File: src/mcg_pkg.sv
// ----------------------------------------------------------------------------
// mcg_pkg
// Shared widths, tables, codes and types of the month calendar grid generator.
// ----------------------------------------------------------------------------
package mcg_pkg;

    // Field widths
    localparam int MONTH_W = 4;
    localparam int YEAR_W  = 14;
    localparam int DAY_W   = 5;
    localparam int ROW_W   = 3;
    localparam int COL_W   = 3;
    localparam int PIX_W   = 10;
    localparam int KIND_W  = 2;
    localparam int ORG_W   = 8;
    localparam int CELL_W  = 6;

    // APB port
    localparam int APB_AW = 4;
    localparam int APB_DW = 32;

    // Register indexes
    localparam logic [1:0] REG_ORIGIN_X  = 2'd0;
    localparam logic [1:0] REG_ORIGIN_Y  = 2'd1;
    localparam logic [1:0] REG_COL_PITCH = 2'd2;
    localparam logic [1:0] REG_ROW_PITCH = 2'd3;

    // Register reset values
    localparam logic [ORG_W-1:0]  ORIGIN_RST = '0;
    localparam logic [CELL_W-1:0] CELL_RST   = 6'd13;

    // Cell kind codes
    localparam logic [KIND_W-1:0] KIND_WEEKDAY  = 2'd0;
    localparam logic [KIND_W-1:0] KIND_SUNDAY   = 2'd1;
    localparam logic [KIND_W-1:0] KIND_SATURDAY = 2'd2;
    localparam logic [KIND_W-1:0] KIND_TODAY    = 2'd3;

    // Grid geometry
    localparam logic [PIX_W-1:0] LEFT_DX   = 10'd6;
    localparam logic [PIX_W-1:0] HEADER_DY = 10'd22;
    localparam logic [COL_W-1:0] LAST_COL  = 3'd6;

    // Calendar arithmetic
    localparam int              NUM_MONTHS  = 12;
    localparam logic [MONTH_W-1:0] MONTH_JAN = 4'd0;
    localparam logic [MONTH_W-1:0] MONTH_FEB = 4'd1;
    localparam logic [MONTH_W-1:0] MONTH_MAX = 4'd11;
    localparam logic [DAY_W-1:0]   LEAP_FEB_LEN = 5'd29;
    localparam logic [14:0]     CYCLE_YEARS = 15'd400;
    localparam logic [12:0]     RECIP_100   = 13'd5243;  // 2^19 / 100, rounded up
    localparam int              RECIP_SHIFT = 19;
    localparam int              QUOT_W      = 8;
    localparam int              REM_W       = 7;
    localparam logic [REM_W-1:0] CENTURY_LAST = 7'd99;

    // Days per month, leap February patched separately
    localparam logic [DAY_W-1:0] MONTH_LEN [NUM_MONTHS] = '{
        5'd31, 5'd28, 5'd31, 5'd30, 5'd31, 5'd30,
        5'd31, 5'd31, 5'd30, 5'd31, 5'd30, 5'd31
    };

    // 1 + 13*(m+1)/5 of the congruence, m shifted so March is 3
    localparam logic [5:0] ZELLER_MTERM [NUM_MONTHS] = '{
        6'd37, 6'd40, 6'd11, 6'd14, 6'd16, 6'd19,
        6'd21, 6'd24, 6'd27, 6'd29, 6'd32, 6'd34
    };

    // Month summary handed from the date unit to the cell walker
    typedef struct packed {
        logic [COL_W-1:0] first;
        logic [DAY_W-1:0] len;
        logic [DAY_W-1:0] today;
    } t_month_info;

    // Grid configuration
    typedef struct packed {
        logic [ORG_W-1:0]  origin_x;
        logic [ORG_W-1:0]  origin_y;
        logic [CELL_W-1:0] col_pitch;
        logic [CELL_W-1:0] row_pitch;
    } t_grid_cfg;

endpackage

File: src/mcg_item_if.sv
// ----------------------------------------------------------------------------
// mcg_item_if
// Input channel: one month request per transaction.
// ----------------------------------------------------------------------------
interface mcg_item_if import mcg_pkg::*; ();
    logic                valid;
    logic                ready;
    logic [MONTH_W-1:0]  month_index;
    logic [YEAR_W-1:0]   full_year;
    logic [DAY_W-1:0]    today_day;

    modport source (output valid, output month_index, output full_year,
                    output today_day, input ready);
    modport sink   (input valid, input month_index, input full_year,
                    input today_day, output ready);
endinterface

File: src/mcg_cell_if.sv
// ----------------------------------------------------------------------------
// mcg_cell_if
// Output channel: one calendar day cell per transaction.
// ----------------------------------------------------------------------------
interface mcg_cell_if import mcg_pkg::*; ();
    logic               valid;
    logic               ready;
    logic [DAY_W-1:0]   day_number;
    logic [ROW_W-1:0]   week_row;
    logic [COL_W-1:0]   weekday_column;
    logic [PIX_W-1:0]   pixel_x;
    logic [PIX_W-1:0]   pixel_y;
    logic [KIND_W-1:0]  cell_kind;
    logic               last_cell;

    modport source (output valid, output day_number, output week_row,
                    output weekday_column, output pixel_x, output pixel_y,
                    output cell_kind, output last_cell, input ready);
    modport sink   (input valid, input day_number, input week_row,
                    input weekday_column, input pixel_x, input pixel_y,
                    input cell_kind, input last_cell, output ready);
endinterface

File: src/mcg_date_unit.sv
// ----------------------------------------------------------------------------
// mcg_date_unit
// Finds the month length and the weekday of the 1st. A small sequencer
// splits the year by 100, then runs the congruence terms one a cycle
// through a shared add-and-reduce-mod-7 unit.
// ----------------------------------------------------------------------------
module mcg_date_unit import mcg_pkg::*; (
    input  logic        i_clk,
    input  logic        i_rst_n,
    mcg_item_if.sink    i_item,
    input  logic        i_take,
    output logic        o_info_valid,
    output t_month_info o_info
);

    localparam logic [2:0] ST_IDLE = 3'd0;
    localparam logic [2:0] ST_MUL  = 3'd1;
    localparam logic [2:0] ST_REM  = 3'd2;
    localparam logic [2:0] ST_ACC  = 3'd3;
    localparam logic [2:0] ST_HOLD = 3'd4;

    localparam logic [2:0] STEP_MONTH = 3'd0;
    localparam logic [2:0] STEP_K     = 3'd1;
    localparam logic [2:0] STEP_K4    = 3'd2;
    localparam logic [2:0] STEP_J4    = 3'd3;
    localparam logic [2:0] STEP_J5    = 3'd4;
    localparam logic [2:0] STEP_SHIFT = 3'd5;

    localparam logic [9:0] SUNDAY_SHIFT = 10'd6;

    // Reduce an 11-bit value mod 7 by folding octal digits (8 = 1 mod 7)
    function automatic logic [2:0] mod7(input logic [10:0] v);
        logic [4:0] s1;
        logic [3:0] s2;
        s1 = {2'b0, v[2:0]} + {2'b0, v[5:3]} + {2'b0, v[8:6]} + {3'b0, v[10:9]};
        s2 = {1'b0, s1[2:0]} + {2'b0, s1[4:3]};
        return (s2 >= 4'd7) ? 3'(s2 - 4'd7) : s2[2:0];
    endfunction

    logic [2:0]          r_state, n_state;
    logic [MONTH_W-1:0]  r_mon;
    logic [DAY_W-1:0]    r_today;
    logic [14:0]         r_y0;
    logic [27:0]         r_prod;
    logic [REM_W-1:0]    r_k;
    logic [QUOT_W-1:0]   r_j;
    logic                r_leap;
    logic [2:0]          r_step;
    logic [2:0]          r_acc;

    logic [QUOT_W-1:0]   quot;
    logic [14:0]         rem_wide;
    logic [REM_W-1:0]    rem;
    logic                leap;
    logic [9:0]          term;
    logic [10:0]         acc_sum;
    logic                accept;

    assign accept = i_item.valid && i_item.ready;

    // Quotient and remainder of the shifted year by 100
    assign quot     = r_prod[RECIP_SHIFT +: QUOT_W];
    assign rem_wide = r_y0 - (15'(quot) * 15'd100);
    assign rem      = rem_wide[REM_W-1:0];
    assign leap     = ((rem[1:0] == 2'b00) && (rem != '0))
                   || ((rem == '0) && (quot[1:0] == 2'b00));

    // Select the congruence term of this step
    always_comb begin
        unique case (r_step)
            STEP_MONTH: term = {4'b0, ZELLER_MTERM[r_mon]};
            STEP_K:     term = {3'b0, r_k};
            STEP_K4:    term = {5'b0, r_k[REM_W-1:2]};
            STEP_J4:    term = {4'b0, r_j[QUOT_W-1:2]};
            STEP_J5:    term = {r_j, 2'b00} + {2'b0, r_j};
            default:    term = SUNDAY_SHIFT;
        endcase
    end

    // Shared add-and-reduce unit
    assign acc_sum = {8'b0, r_acc} + {1'b0, term};

    // Sequencer
    always_comb begin
        n_state = r_state;
        unique case (r_state)
            ST_IDLE: begin
                if (accept && (i_item.month_index <= MONTH_MAX)) n_state = ST_MUL;
            end
            ST_MUL:  n_state = ST_REM;
            ST_REM:  n_state = ST_ACC;
            ST_ACC: begin
                if (r_step == STEP_SHIFT) n_state = ST_HOLD;
            end
            ST_HOLD: begin
                if (i_take) n_state = ST_IDLE;
            end
            default: n_state = ST_IDLE;
        endcase
    end

    always_ff @(posedge i_clk) begin
        if (!i_rst_n) begin
            r_state <= ST_IDLE;
        end else begin
            r_state <= n_state;
        end
    end

    // Datapath registers
    always_ff @(posedge i_clk) begin
        unique case (r_state)
            ST_IDLE: begin
                if (accept) begin
                    r_mon   <= i_item.month_index;
                    r_today <= i_item.today_day;
                    r_y0    <= {1'b0, i_item.full_year} + CYCLE_YEARS;
                end
            end
            ST_MUL: begin
                r_prod <= {13'b0, r_y0} * {15'b0, RECIP_100};
            end
            ST_REM: begin
                r_leap <= leap;
                r_step <= STEP_MONTH;
                r_acc  <= '0;
                // January and February count in the year before
                if (r_mon <= MONTH_FEB) begin
                    if (rem == '0) begin
                        r_k <= CENTURY_LAST;
                        r_j <= quot - 1'b1;
                    end else begin
                        r_k <= rem - 1'b1;
                        r_j <= quot;
                    end
                end else begin
                    r_k <= rem;
                    r_j <= quot;
                end
            end
            ST_ACC: begin
                r_acc  <= mod7(acc_sum);
                r_step <= r_step + 1'b1;
            end
            default: begin
            end
        endcase
    end

    assign i_item.ready  = (r_state == ST_IDLE);
    assign o_info_valid  = (r_state == ST_HOLD);
    assign o_info.first  = r_acc;
    assign o_info.len    = ((r_mon == MONTH_FEB) && r_leap) ? LEAP_FEB_LEN
                                                            : MONTH_LEN[r_mon];
    assign o_info.today  = r_today;

endmodule

File: src/mcg_cell_walker.sv
// ----------------------------------------------------------------------------
// mcg_cell_walker
// Walks the days of one month, one cell a cycle unless stalled, stepping row,
// column and pixel position by additions, into a registered output stage.
// ----------------------------------------------------------------------------
module mcg_cell_walker import mcg_pkg::*; (
    input  logic        i_clk,
    input  logic        i_rst_n,
    input  logic        i_info_valid,
    input  t_month_info i_info,
    input  t_grid_cfg   i_cfg,
    output logic        o_take,
    mcg_cell_if.source  o_cell
);

    logic               r_busy;
    logic [DAY_W-1:0]   r_day;
    logic [ROW_W-1:0]   r_row;
    logic [COL_W-1:0]   r_col;
    logic [PIX_W-1:0]   r_px;
    logic [PIX_W-1:0]   r_py;
    logic [DAY_W-1:0]   r_len;
    logic [DAY_W-1:0]   r_today;

    logic               r_ov;
    logic [DAY_W-1:0]   r_o_day;
    logic [ROW_W-1:0]   r_o_row;
    logic [COL_W-1:0]   r_o_col;
    logic [PIX_W-1:0]   r_o_px;
    logic [PIX_W-1:0]   r_o_py;
    logic [KIND_W-1:0]  r_o_kind;
    logic               r_o_last;

    logic [PIX_W-1:0]   px_left;
    logic [PIX_W-1:0]   px_first;
    logic [PIX_W-1:0]   py_first;
    logic [8:0]         first_off;
    logic [KIND_W-1:0]  kind;
    logic               is_last;
    logic               emit;

    assign o_take = i_info_valid && !r_busy;
    assign emit   = r_busy && (!r_ov || o_cell.ready);

    // Start positions of the month
    assign px_left   = {2'b0, i_cfg.origin_x} + LEFT_DX;
    assign first_off = {6'b0, i_info.first} * {3'b0, i_cfg.col_pitch};
    assign px_first  = px_left + {1'b0, first_off};
    assign py_first  = {2'b0, i_cfg.origin_y} + HEADER_DY + {4'b0, i_cfg.row_pitch};

    assign is_last = (r_day == r_len);

    // Classify the current cell, today first
    always_comb begin
        priority if (r_day == r_today) begin
            kind = KIND_TODAY;
        end else if (r_col == '0) begin
            kind = KIND_SUNDAY;
        end else if (r_col == LAST_COL) begin
            kind = KIND_SATURDAY;
        end else begin
            kind = KIND_WEEKDAY;
        end
    end

    // Control: busy flag and output valid
    always_ff @(posedge i_clk) begin
        if (!i_rst_n) begin
            r_busy <= 1'b0;
            r_ov   <= 1'b0;
        end else begin
            if (o_take) begin
                r_busy <= 1'b1;
            end else if (emit && is_last) begin
                r_busy <= 1'b0;
            end
            if (emit) begin
                r_ov <= 1'b1;
            end else if (o_cell.ready) begin
                r_ov <= 1'b0;
            end
        end
    end

    // Walker position: load on a new month, advance on each emitted cell
    always_ff @(posedge i_clk) begin
        if (o_take) begin
            r_day   <= 5'd1;
            r_row   <= '0;
            r_col   <= i_info.first;
            r_px    <= px_first;
            r_py    <= py_first;
            r_len   <= i_info.len;
            r_today <= i_info.today;
        end else if (emit) begin
            r_day <= r_day + 1'b1;
            if (r_col == LAST_COL) begin
                r_col <= '0;
                r_row <= r_row + 1'b1;
                r_px  <= px_left;
                r_py  <= r_py + {4'b0, i_cfg.row_pitch};
            end else begin
                r_col <= r_col + 1'b1;
                r_px  <= r_px + {4'b0, i_cfg.col_pitch};
            end
        end
    end

    // Output stage payload
    always_ff @(posedge i_clk) begin
        if (emit) begin
            r_o_day  <= r_day;
            r_o_row  <= r_row;
            r_o_col  <= r_col;
            r_o_px   <= r_px;
            r_o_py   <= r_py;
            r_o_kind <= kind;
            r_o_last <= is_last;
        end
    end

    assign o_cell.valid          = r_ov;
    assign o_cell.day_number     = r_o_day;
    assign o_cell.week_row       = r_o_row;
    assign o_cell.weekday_column = r_o_col;
    assign o_cell.pixel_x        = r_o_px;
    assign o_cell.pixel_y        = r_o_py;
    assign o_cell.cell_kind      = r_o_kind;
    assign o_cell.last_cell      = r_o_last;

endmodule

File: src/month_calendar_grid_generator_unit.sv
// ----------------------------------------------------------------------------
// month_calendar_grid_generator_unit
// Month calendar grid generator: one request in, one cell per day out.
// ----------------------------------------------------------------------------
// Usage:
//   i_item takes a month (0 January), a Gregorian year and today's day.
//   o_cell returns one transaction per day of that month, in day order,
//   with row, column, pixel position and kind; last_cell marks the end.
//   A month index above 11 is consumed and yields no cells.
//   Grid origin and cell size come from the APB registers; write them only
//   while no request is in flight.
// Timing:
//   After acceptance the date unit runs a multiply by the reciprocal of
//   100, a remainder step and six passes of the shared mod-7 accumulator,
//   then holds its result until the cell walker takes it. Each cell
//   passes through the walker's registered output stage.
//   The cell walker sends one cell a cycle while o_cell is not stalled,
//   28 to 31 cells per month, and can take the next month in the cycle
//   after it emits its last cell. The date unit accepts the next request once
//   it has handed its result over, so it can work ahead while cells flow.
// Reset and stall:
//   Reset empties both stages and restores the register defaults.
//   A stalled o_cell holds the current cell and freezes the walker.
// ----------------------------------------------------------------------------
module month_calendar_grid_generator_unit import mcg_pkg::*; (
    input  logic               i_clk,
    input  logic               i_rst_n,
    mcg_item_if.sink           i_item,
    mcg_cell_if.source         o_cell,
    input  logic               psel,
    input  logic               penable,
    input  logic               pwrite,
    input  logic [APB_AW-1:0]  paddr,
    input  logic [APB_DW-1:0]  pwdata,
    output logic [APB_DW-1:0]  prdata,
    output logic               pready
);

    logic [ORG_W-1:0]  r_origin_x;
    logic [ORG_W-1:0]  r_origin_y;
    logic [CELL_W-1:0] r_col_pitch;
    logic [CELL_W-1:0] r_row_pitch;

    logic        cfg_write;
    logic [1:0]  reg_idx;
    logic        info_valid;
    logic        take;
    t_month_info info;
    t_grid_cfg   cfg;

    // Configuration registers
    assign pready    = 1'b1;
    assign reg_idx   = paddr[APB_AW-1:2];
    assign cfg_write = psel && penable && pwrite && pready;

    always_ff @(posedge i_clk) begin
        if (!i_rst_n) begin
            r_origin_x  <= ORIGIN_RST;
            r_origin_y  <= ORIGIN_RST;
            r_col_pitch <= CELL_RST;
            r_row_pitch <= CELL_RST;
        end else if (cfg_write) begin
            unique case (reg_idx)
                REG_ORIGIN_X:  r_origin_x  <= pwdata[ORG_W-1:0];
                REG_ORIGIN_Y:  r_origin_y  <= pwdata[ORG_W-1:0];
                REG_COL_PITCH: r_col_pitch <= pwdata[CELL_W-1:0];
                REG_ROW_PITCH: r_row_pitch <= pwdata[CELL_W-1:0];
                default: begin
                end
            endcase
        end
    end

    // Register readback
    always_comb begin
        unique case (reg_idx)
            REG_ORIGIN_X:  prdata = {24'b0, r_origin_x};
            REG_ORIGIN_Y:  prdata = {24'b0, r_origin_y};
            REG_COL_PITCH: prdata = {26'b0, r_col_pitch};
            REG_ROW_PITCH: prdata = {26'b0, r_row_pitch};
            default:       prdata = '0;
        endcase
    end

    assign cfg.origin_x  = r_origin_x;
    assign cfg.origin_y  = r_origin_y;
    assign cfg.col_pitch = r_col_pitch;
    assign cfg.row_pitch = r_row_pitch;

    // Month length and first weekday
    mcg_date_unit u_date (
        .i_clk        (i_clk),
        .i_rst_n      (i_rst_n),
        .i_item       (i_item),
        .i_take       (take),
        .o_info_valid (info_valid),
        .o_info       (info)
    );

    // Day cells
    mcg_cell_walker u_walker (
        .i_clk        (i_clk),
        .i_rst_n      (i_rst_n),
        .i_info_valid (info_valid),
        .i_info       (info),
        .i_cfg        (cfg),
        .o_take       (take),
        .o_cell       (o_cell)
    );

    // A final cell always closes a month of 28 to 31 days
    a_last_len: assert property (@(posedge i_clk) disable iff (!i_rst_n)
        (o_cell.valid && o_cell.last_cell)
            |-> (o_cell.day_number >= 5'd28 && o_cell.day_number <= 5'd31))
        else $error("last cell outside 28..31");

    // Cells stay on the six-row, seven-column grid
    a_grid: assert property (@(posedge i_clk) disable iff (!i_rst_n)
        o_cell.valid |-> (o_cell.weekday_column <= LAST_COL && o_cell.week_row <= 3'd5))
        else $error("cell off the grid");

    // Sunday kind sits in the first column
    a_sunday: assert property (@(posedge i_clk) disable iff (!i_rst_n)
        (o_cell.valid && o_cell.cell_kind == KIND_SUNDAY) |-> (o_cell.weekday_column == '0))
        else $error("sunday kind off column 0");

    // A handover to the walker only happens from a finished date result
    a_take: assert property (@(posedge i_clk) disable iff (!i_rst_n)
        take |-> (info_valid && !i_item.ready))
        else $error("handover without date result");

endmodule

File: src/flat_wrapper.sv
// flat-port wrapper written by rule: the top's interface ports become plain ports
module month_calendar_grid_generator_unit_flat import mcg_pkg::*;
  (i_clk, i_rst_n, psel, penable, pwrite, paddr, pwdata, prdata, pready, i_item_valid, i_item_month_index, i_item_full_year, i_item_today_day, i_item_ready, o_cell_valid, o_cell_day_number, o_cell_week_row, o_cell_weekday_column, o_cell_pixel_x, o_cell_pixel_y, o_cell_cell_kind, o_cell_last_cell, o_cell_ready);
  mcg_item_if i_item_i ();
  mcg_cell_if o_cell_i ();
  input  logic i_clk;
  input  logic i_rst_n;
  input  logic psel;
  input  logic penable;
  input  logic pwrite;
  input  logic [APB_AW-1:0] paddr;
  input  logic [APB_DW-1:0] pwdata;
  output logic [APB_DW-1:0] prdata;
  output logic pready;
  input wire logic [$bits(i_item_i.valid)-1:0] i_item_valid;
  input wire logic [$bits(i_item_i.month_index)-1:0] i_item_month_index;
  input wire logic [$bits(i_item_i.full_year)-1:0] i_item_full_year;
  input wire logic [$bits(i_item_i.today_day)-1:0] i_item_today_day;
  output wire logic [$bits(i_item_i.ready)-1:0] i_item_ready;
  output wire logic [$bits(o_cell_i.valid)-1:0] o_cell_valid;
  output wire logic [$bits(o_cell_i.day_number)-1:0] o_cell_day_number;
  output wire logic [$bits(o_cell_i.week_row)-1:0] o_cell_week_row;
  output wire logic [$bits(o_cell_i.weekday_column)-1:0] o_cell_weekday_column;
  output wire logic [$bits(o_cell_i.pixel_x)-1:0] o_cell_pixel_x;
  output wire logic [$bits(o_cell_i.pixel_y)-1:0] o_cell_pixel_y;
  output wire logic [$bits(o_cell_i.cell_kind)-1:0] o_cell_cell_kind;
  output wire logic [$bits(o_cell_i.last_cell)-1:0] o_cell_last_cell;
  input wire logic [$bits(o_cell_i.ready)-1:0] o_cell_ready;
  assign i_item_i.valid = i_item_valid;
  assign i_item_i.month_index = i_item_month_index;
  assign i_item_i.full_year = i_item_full_year;
  assign i_item_i.today_day = i_item_today_day;
  assign i_item_ready = i_item_i.ready;
  assign o_cell_valid = o_cell_i.valid;
  assign o_cell_day_number = o_cell_i.day_number;
  assign o_cell_week_row = o_cell_i.week_row;
  assign o_cell_weekday_column = o_cell_i.weekday_column;
  assign o_cell_pixel_x = o_cell_i.pixel_x;
  assign o_cell_pixel_y = o_cell_i.pixel_y;
  assign o_cell_cell_kind = o_cell_i.cell_kind;
  assign o_cell_last_cell = o_cell_i.last_cell;
  assign o_cell_i.ready = o_cell_ready;
  month_calendar_grid_generator_unit u_core (.i_clk(i_clk), .i_rst_n(i_rst_n), .i_item(i_item_i), .o_cell(o_cell_i), .psel(psel), .penable(penable), .pwrite(pwrite), .paddr(paddr), .pwdata(pwdata), .prdata(prdata), .pready(pready));
endmodule
File: config.mk
export PLATFORM = sky130hd
export DESIGN_NAME = month_calendar_grid_generator_unit_flat
export DESIGN_NICKNAME = d
export VERILOG_FILES = /design/src/mcg_pkg.sv /design/src/mcg_item_if.sv /design/src/mcg_cell_if.sv /design/src/mcg_date_unit.sv /design/src/mcg_cell_walker.sv /design/src/month_calendar_grid_generator_unit.sv /design/src/flat_wrapper.sv
export SDC_FILE = /design/constraint.sdc
export NUM_CORES = 1
export LEC_CHECK = 0
export BUFFER_PORTS_ARGS = -buffer_cell sky130_fd_sc_hd__buf_4
export CORE_AREA = 2 2 171 173
export CTS_CLUSTER_SIZE = 10
export DETAILED_ROUTE_END_ITERATION = 8
export DIE_AREA = 0 0 173 175
export PLACE_DENSITY = 0.66
export SYNTH_ARGS = -nofsm -noshare
export SYNTH_HDL_FRONTEND = slang
export SYNTH_HIERARCHICAL = 1
export SYNTH_SLANG_ARGS = --single-unit
File: constraint.sdc
create_clock -name i_clk -period 16.97 [get_ports i_clk]
set_input_delay 1.697 -clock i_clk [delete_from_list [all_inputs] [get_ports i_clk]]
set_output_delay 1.697 -clock i_clk [all_outputs]
set_load 0.05 [all_outputs]
# After elaboration in Yosys (flattened, before gate mapping)
# Memories as Yosys holds them, arrays and structs flattened. A register that Yosys moved wholly into a read port is not among the register bits.
# Index checks and enable logic that the tools add are counted.
dict set report word_totals {
  regBits 176
  latch_bits 0
  ram_bits 0
  mem_bits_ro 176
  output_inout_bits 69
  n_memories 2
}
# memory words width read_ports rd_clocked_by_memory_dff wr line_no
set mem_list {}
lappend mem_list {{(name not given)} 16 6 1 0 0 mcg_date_unit.sv:71} ;# STEP_MONTH: term = {4'b0, ZELLER_MTERM[r_mon]};
lappend mem_list {{(name not given)} 16 5 1 1 0 mcg_date_unit.sv:154} ;# : MONTH_LEN[r_mon];
dict set report classes {
  add_sub_neg 21
  mul 3
  n_div 0
  n_lt_le_gt_ge 4
  eq_ne 19
  shift 0
  muxes 30
  n_bitwise 1
  n_reduce_logical 36
}
# cell count
set op_table {}
lappend op_table {{case mux 32 bit (4 select lines)} 1}
lappend op_table {{two-way mux 10 bit} 6}
lappend op_table {{case mux 10 bit (5 select lines)} 1}
lappend op_table {{multiplier 15 x 13 -> 27 bit, second input constant} 1}
lappend op_table {{two-way mux 3 bit} 7}
lappend op_table {{adder 10 x 6 -> 10 bit} 2}
lappend op_table {{two-way mux 8 bit} 2}
lappend op_table {{adder 14 x 9 -> 15 bit, second input constant} 1}
lappend op_table {{case mux 3 bit (5 select lines)} 1}
lappend op_table {{two-way mux 7 bit} 2}
lappend op_table {{AND reduction 2 bit} 7}
lappend op_table {{== test 3 x 2 -> 1 bit, second input constant} 4}
lappend op_table {{== test 3 bit, second input constant} 4}
lappend op_table {{two-way mux 6 bit} 2}
lappend op_table {{case mux 3 bit (2 select lines)} 2}
lappend op_table {{adder 3 x 10 -> 11 bit} 1}
lappend op_table {{adder 10 x 8 -> 10 bit} 1}
lappend op_table {{adder 9 x 6 -> 10 bit} 1}
lappend op_table {{adder 9 x 9 -> 10 bit} 1}
lappend op_table {{== test 5 bit} 2}
lappend op_table {{logical AND 1 bit} 10}
lappend op_table {{nonzero test 2 bit} 5}
lappend op_table {{adder 3 x 1 -> 3 bit, second input constant} 3}
lappend op_table {{adder 8 x 3 -> 9 bit, second input constant} 1}
lappend op_table {{other kinds (33)} 46}

# Logic depth before layout (Yosys ltp)
# Gate-level depths: netlist (run 1).
dict set report depth {
  ltp_word 13
  ltp_mapped 29
  ltp_nobuf 29
}

# Hierarchy
# Netlist (run 1), hierarchy kept.
# module n_inst cells_each area_per_inst_um2
set modules_own_cells {}
lappend modules_own_cells {mcg_date_unit 1 714 7288.2}
lappend modules_own_cells {mcg_cell_walker 1 434 4662.0}
lappend modules_own_cells {month_calendar_grid_generator_unit 1 146 1506.4}

# Worst setup path before layout (run 1)
# Ideal clock, no wire load.
dict set report synth_timing {
  kind {reg2reg}
  from {register u_core.u_date.r_mon[1]}
  to {register u_core.u_date.r_acc[1] (data pin)}
  setup_ns 0.257
  arrival_time_ns 5.842
  required_time_ns 16.713
  setup_slack_ns 10.871
  stages_incl_launch_ff 29
  path_buffers 0
  synth_period_minus_slack_ns 6.099
  cell_sequence {edfxtp_1 inv_1 ha_1 a211oi_1 a21oi_1 a222oi_1 o211ai_1 ha_1 a21o_1 a21oi_1 nor3_1 nor3b_1 xnor2_1 fa_1 fa_1 inv_1 ha_1 fa_1 xor2_1 ha_1 inv_1 fa_1 inv_1 ha_1 nand2_1 nand2_1 a22o_1 a21oi_1 nor2_1}
}
dict set report synth_between {
  elab_chain_cells 13
  elab_cells_between_ends 14
  cone_classes {6 x add/sub; 1 x order compare; 5 x mux; 1 x bitwise; 1 x memory}
}
# item line_no
set synth_lines {}
lappend synth_lines {{from (decl)} mcg_date_unit.sv:41} ;# logic [MONTH_W-1:0] r_mon;
lappend synth_lines {{from (signal assigned)} mcg_date_unit.sv:115} ;# r_mon <= i_item.month_index;
lappend synth_lines {{inverter 4 -> 5 bit (not written as such) (*)} mcg_date_unit.sv:71}
lappend synth_lines {{memory read (16 x 6 bit) (*)} n/a}
lappend synth_lines {{two-way mux 6 bit (not written as such) (*) (2 in series)} mcg_date_unit.sv:71}
lappend synth_lines {{case mux 10 bit (5 select lines) (*)} mcg_date_unit.sv:70} ;# unique case (r_step)
lappend synth_lines {{adder 3 x 10 -> 11 bit (*)} mcg_date_unit.sv:81} ;# assign acc_sum = {8'b0, r_acc} + {1'b0, term};
lappend synth_lines {{adder 3 x 3 -> 4 bit} mcg_date_unit.sv:35} ;# s1 = {2'b0, v[2:0]} + {2'b0, v[5:3]} + {2'b0, v[8:6]} + {3'b0, v[10:9]};
lappend synth_lines {{adder 4 x 3 -> 5 bit} mcg_date_unit.sv:35}
lappend synth_lines {{adder 5 x 2 -> 5 bit (*)} mcg_date_unit.sv:35}
lappend synth_lines {{adder 3 x 2 -> 4 bit (*)} mcg_date_unit.sv:36} ;# s2 = {1'b0, s1[2:0]} + {2'b0, s1[4:3]};
lappend synth_lines {{>= comparator 4 x 3 -> 1 bit or subtractor 3 bit (tied branches)} mcg_date_unit.sv:37} ;# return (s2 >= 4'd7) ? 3'(s2 - 4'd7) : s2[2:0];
lappend synth_lines {{two-way mux 3 bit (*)} mcg_date_unit.sv:37}
lappend synth_lines {{case mux 3 bit (2 select lines) (*)} mcg_date_unit.sv:112} ;# unique case (r_state)
lappend synth_lines {{to (signal assigned)} mcg_date_unit.sv:142} ;# r_acc <= mod7(acc_sum);
lappend synth_lines {{to (decl)} mcg_date_unit.sv:49} ;# logic [2:0] r_acc;
# Every way passes the cells marked *; elsewhere a longest branch is shown, timed or not. The select of a mux whose other input is x is not followed.
# A chain may end at the register's enable or synchronous reset.

# Final worst setup path (run 1)
# Same ends and word-level chain as after synthesis.

==> results.yml, run 1 <==
detailed_routing:
  routed_wl_um: 27400
  wire_per_inst_um: 15.4
  dr.pass1.iters: 5
  drt_iter0_drc: 555
  vias: 9104
  drc_errors: 0
  ant_nets: 0
  vias_per_cell: 5.14
timing:
  tns_ns: 0
  fin_crit_ns: 6.81
  setup_viol: 0
  final.period_utilization_pct: 40.1
  max-slew-margin-rel_pct: 40.8
  rsz0062_at_grt: "false"
  fin_hold_ws_ns: 0.410
  hold_viol: 0
  skew_ns: 0.0112
  fmax_ghz: 0.147
  worst_pin_slew_ns: 0.884
  slew_violations: 0
place:
  place_area_sq_um: 14400
  gp_congestion: 0.848
  dp.cells: 1740
  dp_hpwl_um: 21800
  buffer_ports.inserted: 83
clock_network:
  post-cts-setup-buffers: 0
  clock_latency_ns: 0.43
  post_cts_resized: 0
  clockBufferDepth: 2
  htreeDepth: 4
  cts_tree: "yes"
  cts-root-buf: "clkbuf_16"
  cts.clk_slew.worst_paths_ns: 0.08
  cts_made_buffers: 17
  cts_hold_buf: 0
  clock-sinks: 162
die:
  die_width_um: 173
  die_height_um: 175
  initial_core_util_pct: 47.4
  ios: 135
  core_sq_um: 28400
  dieArea_sq_um: 30300
  num_rows: 62
layout:
  fin_cells: 1772
  design_area_sq_um: 15000
  nets: 1703
  diodes: 0
  syn2layout_area_growth_pct: 11.2
  multi_input_area_sq_um: 8030
  fill_cells: 2550
  seqCellArea_sq_um: 4450
  drive_gt1_share_pct: 10.2
grt:
  grt_util_all_layers_pct: 18.7
  first_global_vias: 9125
  grt_antenna_before_repair: 0
  grt_start_max_net_pins: 45
  grt_overflow: 0
  grt_first_pass_wirelength_um: 45100
worst_setup_path:
  crit_path_frequent_cell: "ha_1"
  cp_data_arrival_time_ns: 7.00
  worstSetupStartpointType: "register"
  end_kind: "register"
  max_stage_delay_ns: 0.54
  cp.required_ns: 17.16
  crit_start: "u_core/u_date/r_mon[1]"
  crit_slowest_cell: "fa_1"
  worstSetupPathType: "reg2reg"
  cp_max_fo: 6
  crit-reg2reg-launch: "u_core/u_date/r_mon[1]"
synth:
  yosysWarnings: 6
  syn_area_sq_um: 13500
  synthCells: 1294
  synth.yosys.seq_area_share_pct: 33.1
  async_flop_share_pct: 0
  synth.distinct_cells: 68
  syn_avg_cell_area_sq_um: 10.4
  synth_seq_cells: 162
  synth_edf_count: 121
  synth_ff_type: "edfxtp_1"
min_path:
  hold_start: "u_core/u_date/r_today[2]"
  holdCritPathClass: "reg2reg"
power:
  power_density_nw_per_um2: 158
  irDropWorstVdd_mv: 0.148
  p_leak_nw: 6.75
outcome:
  status: "finished, final reports clean"
flow_run:
  drv_cap: 0
==> layout make-up <==
class	instances	share of cell area [%]
sequential	162	29.8
tap	384	3.21
clock buffer	17	2.84
clock inverter	15	1.25
timing repair buffer	89	4.46
multi-input combinational	912	53.6
inverter	193	4.84
==> cells by family (layout without fill, tap and decap cells) <==
family,after synthesis,in the layout,share of synthesized area (%)
compound gates,183,183,8.87
xor+xnor,84,84,5.47
fa+ha+maj,262,262,29.4
buf+inv,245,314,7.97
flops,162,162,33.1
mux,42,42,3.69
other cells,3,28,0.0837
simple gates,313,313,11.4
==> metal layers <==
metal	track usage [%]	wire length (um)	up-vias
met5	0	0	-
met4	5.19	518	0
met3	3.29	1080	27
met2	33.2	14000	182
met1	23.4	11800	4377
li1	-	-	4518
==> flip-flops by register name (all words and copies together) (netlist names), 6 cells and up <==
name and count:
u_core/u_walker/o_cell.pixel_y 10, u_core/r_origin_y 8, u_core/r_col_pitch 6, u_core/u_date/r_k 7, u_core/u_walker/r_px 10, u_core/r_origin_x 8
u_core/r_row_pitch 6, u_core/u_walker/o_cell.pixel_x 10, u_core/u_walker/r_py 10, u_core/u_date/r_j 8, u_core/u_date/r_prod 8, u_core/u_date/r_y0 15
==> power breakdown <==
part           internal (W)  switching [W]
clock              0.000212       0.000183
sequential         0.000493      0.0000462
combinational      0.000614       0.000816
total               0.00132        0.00105
==> Yosys cell counts (all sizes together), types with 35 or more instances <==
cell | instances | area (sq um)
inv | 192 | 721
ha | 171 | 2140
edfxtp | 121 | 3630
nand2 | 101 | 379
fa | 91 | 1820
nor2 | 78 | 293
a21oi | 53 | 265
xnor2 | 44 | 385
buf | 42 | 310
dfxtp | 41 | 821
o21ai | 41 | 205
xor2 | 40 | 350
mux2i | 35 | 350
==> placed cells by master (no fill, tap or decap), drive strengths merged, types with 21 or more instances in the layout <==
cell type  count
xnor2         44
mux2i         35
o21ai         41
inv          199
buf           89
nand2        101
xor2          40
ha           171
edfxtp       121
nor2          78
nor3          23
conb          28
and2          21
dfxtp         41
a21oi         53
fa            91
==> worst max-delay path: cells and delay by family, from the launching register on <==
| kind | cells | cell delay [ns] |
|---|---|---|
| xor gates and xnor gates | 2 | 0.37 |
| and+or+nand+nor | 5 | 0.82 |
| adders and majority gates | 9 | 3.13 |
| buffers and inverters | 4 | 0.27 |
| DFF | 1 | 0.50 |
| AOI/OAI and AO/OA | 8 | 1.43 |
==> worst paths after layout <==
kind,endpoint,slack (ns),cells past startpoint
worst max-delay path,u_core/u_date/r_acc[1],10.16,28
worst min-delay path,u_core/u_walker/r_today[2],0.41,0
worst max register to register,u_core/u_date/r_acc[1],10.16,28
worst min register to register,u_core/u_walker/r_today[2],0.41,0
==> metrics by stage <==
step	setup slack, ns	utilization, %	total power, W
floorplan	10.87	-	0.00166
global placement	10.39	50.6	0.00195
detailed placement	10.19	50.6	0.00198
global route	9.79	52.7	0.00261
CTS	10.18	52.7	0.00239
finish	10.16	52.7	0.00236
(Power assumes the default switching activity.)
==> inputs of run 2 (changes only) <==
- PLACE_DENSITY: 0.66 -> 0.69
- clock period: 16.97 -> 5.8 ns (I/O delays scaled with it)
==> run 2 against run 1 <==
Against the previous run: routed wire length increased by 0.71%; register-to-register slack worse by 10 ns; the flow now finishes with violations (setup timing); largest cell class unchanged; sequential share of layout area is 0.74 points lower.
==> results.yml, run 2 (synthesis results as in run 1) <==
outcome:
  status: "complete, but fails checks"
  violations: "setup timing"
die:
  initial_core_util_pct: 47.4
  ios: 135
  core_sq_um: 28400
  dieArea_sq_um: 30300
  die_width_um: 173
  die_height_um: 175
  num_rows: 62
place:
  preCtsSetupSlack_ns: -0.277
  dp_hpwl_um: 21500
  buffer_ports.inserted: 83
  gp_congestion: 0.848
detailed_routing:
  dr.pass1.iters: 7
  routed_wl_um: 27500
  drt_iter0_drc: 478
  ant_nets: 0
  vias: 9334
  wire_per_inst_um: 15.2
  drc_errors: 0
  vias_per_cell: 5.14
worst_setup_path:
  end_kind: "register"
  worstSetupPathType: "reg2reg"
  cp.buffers_inverters: 3
  cp.required_ns: 5.99
  crit_slowest_cell: "fa_1"
  critical_path.top_delay_family: "adder cells"
  cp_data_arrival_time_ns: 6.25
  max_stage_delay_ns: 0.54
  crit_cells: 27
  cp_max_fo: 3
  worst_r2r_path_depth: 27
  worstSetupStartpointType: "register"
timing:
  setup_viol: 3
  fmax_ghz: 0.165
  max-slew-margin-rel_pct: 39.9
  rsz0062_at_grt: "true"
  skew_ns: 0.0170
  hold_viol: 0
  worst_slack_ns: -0.263
  fin_crit_ns: 6.06
  slew_violations: 0
  final.period_utilization_pct: 105
  worst_pin_slew_ns: 0.897
grt:
  grt_overflow: 0
  grt_util_all_layers_pct: 18.4
  grt_start_max_net_pins: 44
  grt_first_pass_wirelength_um: 45000
  first_global_vias: 9435
  grt_antenna_before_repair: 0
layout:
  syn2layout_area_growth_pct: 14.1
  nets: 1746
  diodes: 0
  layout_commonest_cell: "inv_1"
  seqCellArea_sq_um: 4450
  fin_util_pct: 54.1
  drive_gt1_share_pct: 14.3
  fill_cells: 2506
  final_cell_mix: "inv_1, ha_1, buf_4"
  multi_input_area_sq_um: 8130
  largest_reg_flops: 15
  regMostFlops: "u_core/u_date/r_y0"
clock_network:
  cts_hold_buf: 0
  cts_tree: "yes"
  htreeDepth: 4
  clockBufferDepth: 2
  cts_made_buffers: 17
  clock_latency_ns: 0.44
  cts.clk_slew.worst_paths_ns: 0.08
  cts-root-buf: "clkbuf_16"
  clock-sinks: 162
min_path:
  holdPathStages: 1
  holdCritPathClass: "in2reg"
power:
  power_density_nw_per_um2: 462
  irDropWorstVdd_mv: 0.314
  p_leak_nw: 6.97
flow_run:
  drv_cap: 0
run 2: metrics by stage:
step                      total power [W]  TNS [ns]  instance area, sq um  hold WS [ns]  instances
after floorplan                   0.00487         0                 13600         0.400       1319
after global placement            0.00574    -0.271                 14600         0.401       1767
final                             0.00710    -0.675                 15300         0.312       1815
after global routing              0.00775     -1.49                 15300         0.297       1815
after CTS                         0.00709    -0.493                 15300         0.297       1811
after detailed placement          0.00588    -0.573                 14600         0.412       1767
run 2: per-layer routing:
layer / global-route usage [%] / routed length [um] / share of wire (%) / up-vias
met3: 3.00 / 1000 / 3.6 / 24
met4: 5.01 / 430 / 1.6 / 0
li1: - / - / - / 4606
met2: 32.4 / 13700 / 50 / 186
met1: 23.6 / 12400 / 45 / 4518
met5: 0 / 0 / 0 / -
run 2: power breakdown:
part | leakage [nW] | internal [W] | switching [W]
clock | 0.265 | 0.000573 | 0.000548
combinational | 5.25 | 0.00191 | 0.00250
sequential | 1.45 | 0.00144 | 0.000123
run 2: final cells by class:
class	instances	share of cell area, %
clock buffer	18	2.80
clock inverter	14	0.921
inverter	193	4.72
multi-input combinational	912	53.0
sequential	162	29.0
tap	384	3.13
timing repair buffer	132	6.46
run 2: worst paths after layout:
check | startpoint | slack, ns | to
worst max-delay path | u_core/u_date/r_mon[0] | -0.26 | u_core/u_date/r_acc[0]
worst min-delay path | i_item_today_day[3] | 0.31 | u_core/u_date/r_today[3]
worst max register to register | u_core/u_date/r_mon[0] | -0.26 | u_core/u_date/r_acc[0]
worst min register to register | u_core/u_date/r_today[1] | 0.43 | u_core/u_walker/r_today[1]
run 2: what timing repair did:
action	CTS	global route
setup endpoints to repair	3	3
hold endpoints to repair	0	0
buffers inserted	12	4
gates resized for setup	6	7
pin swaps	19	10
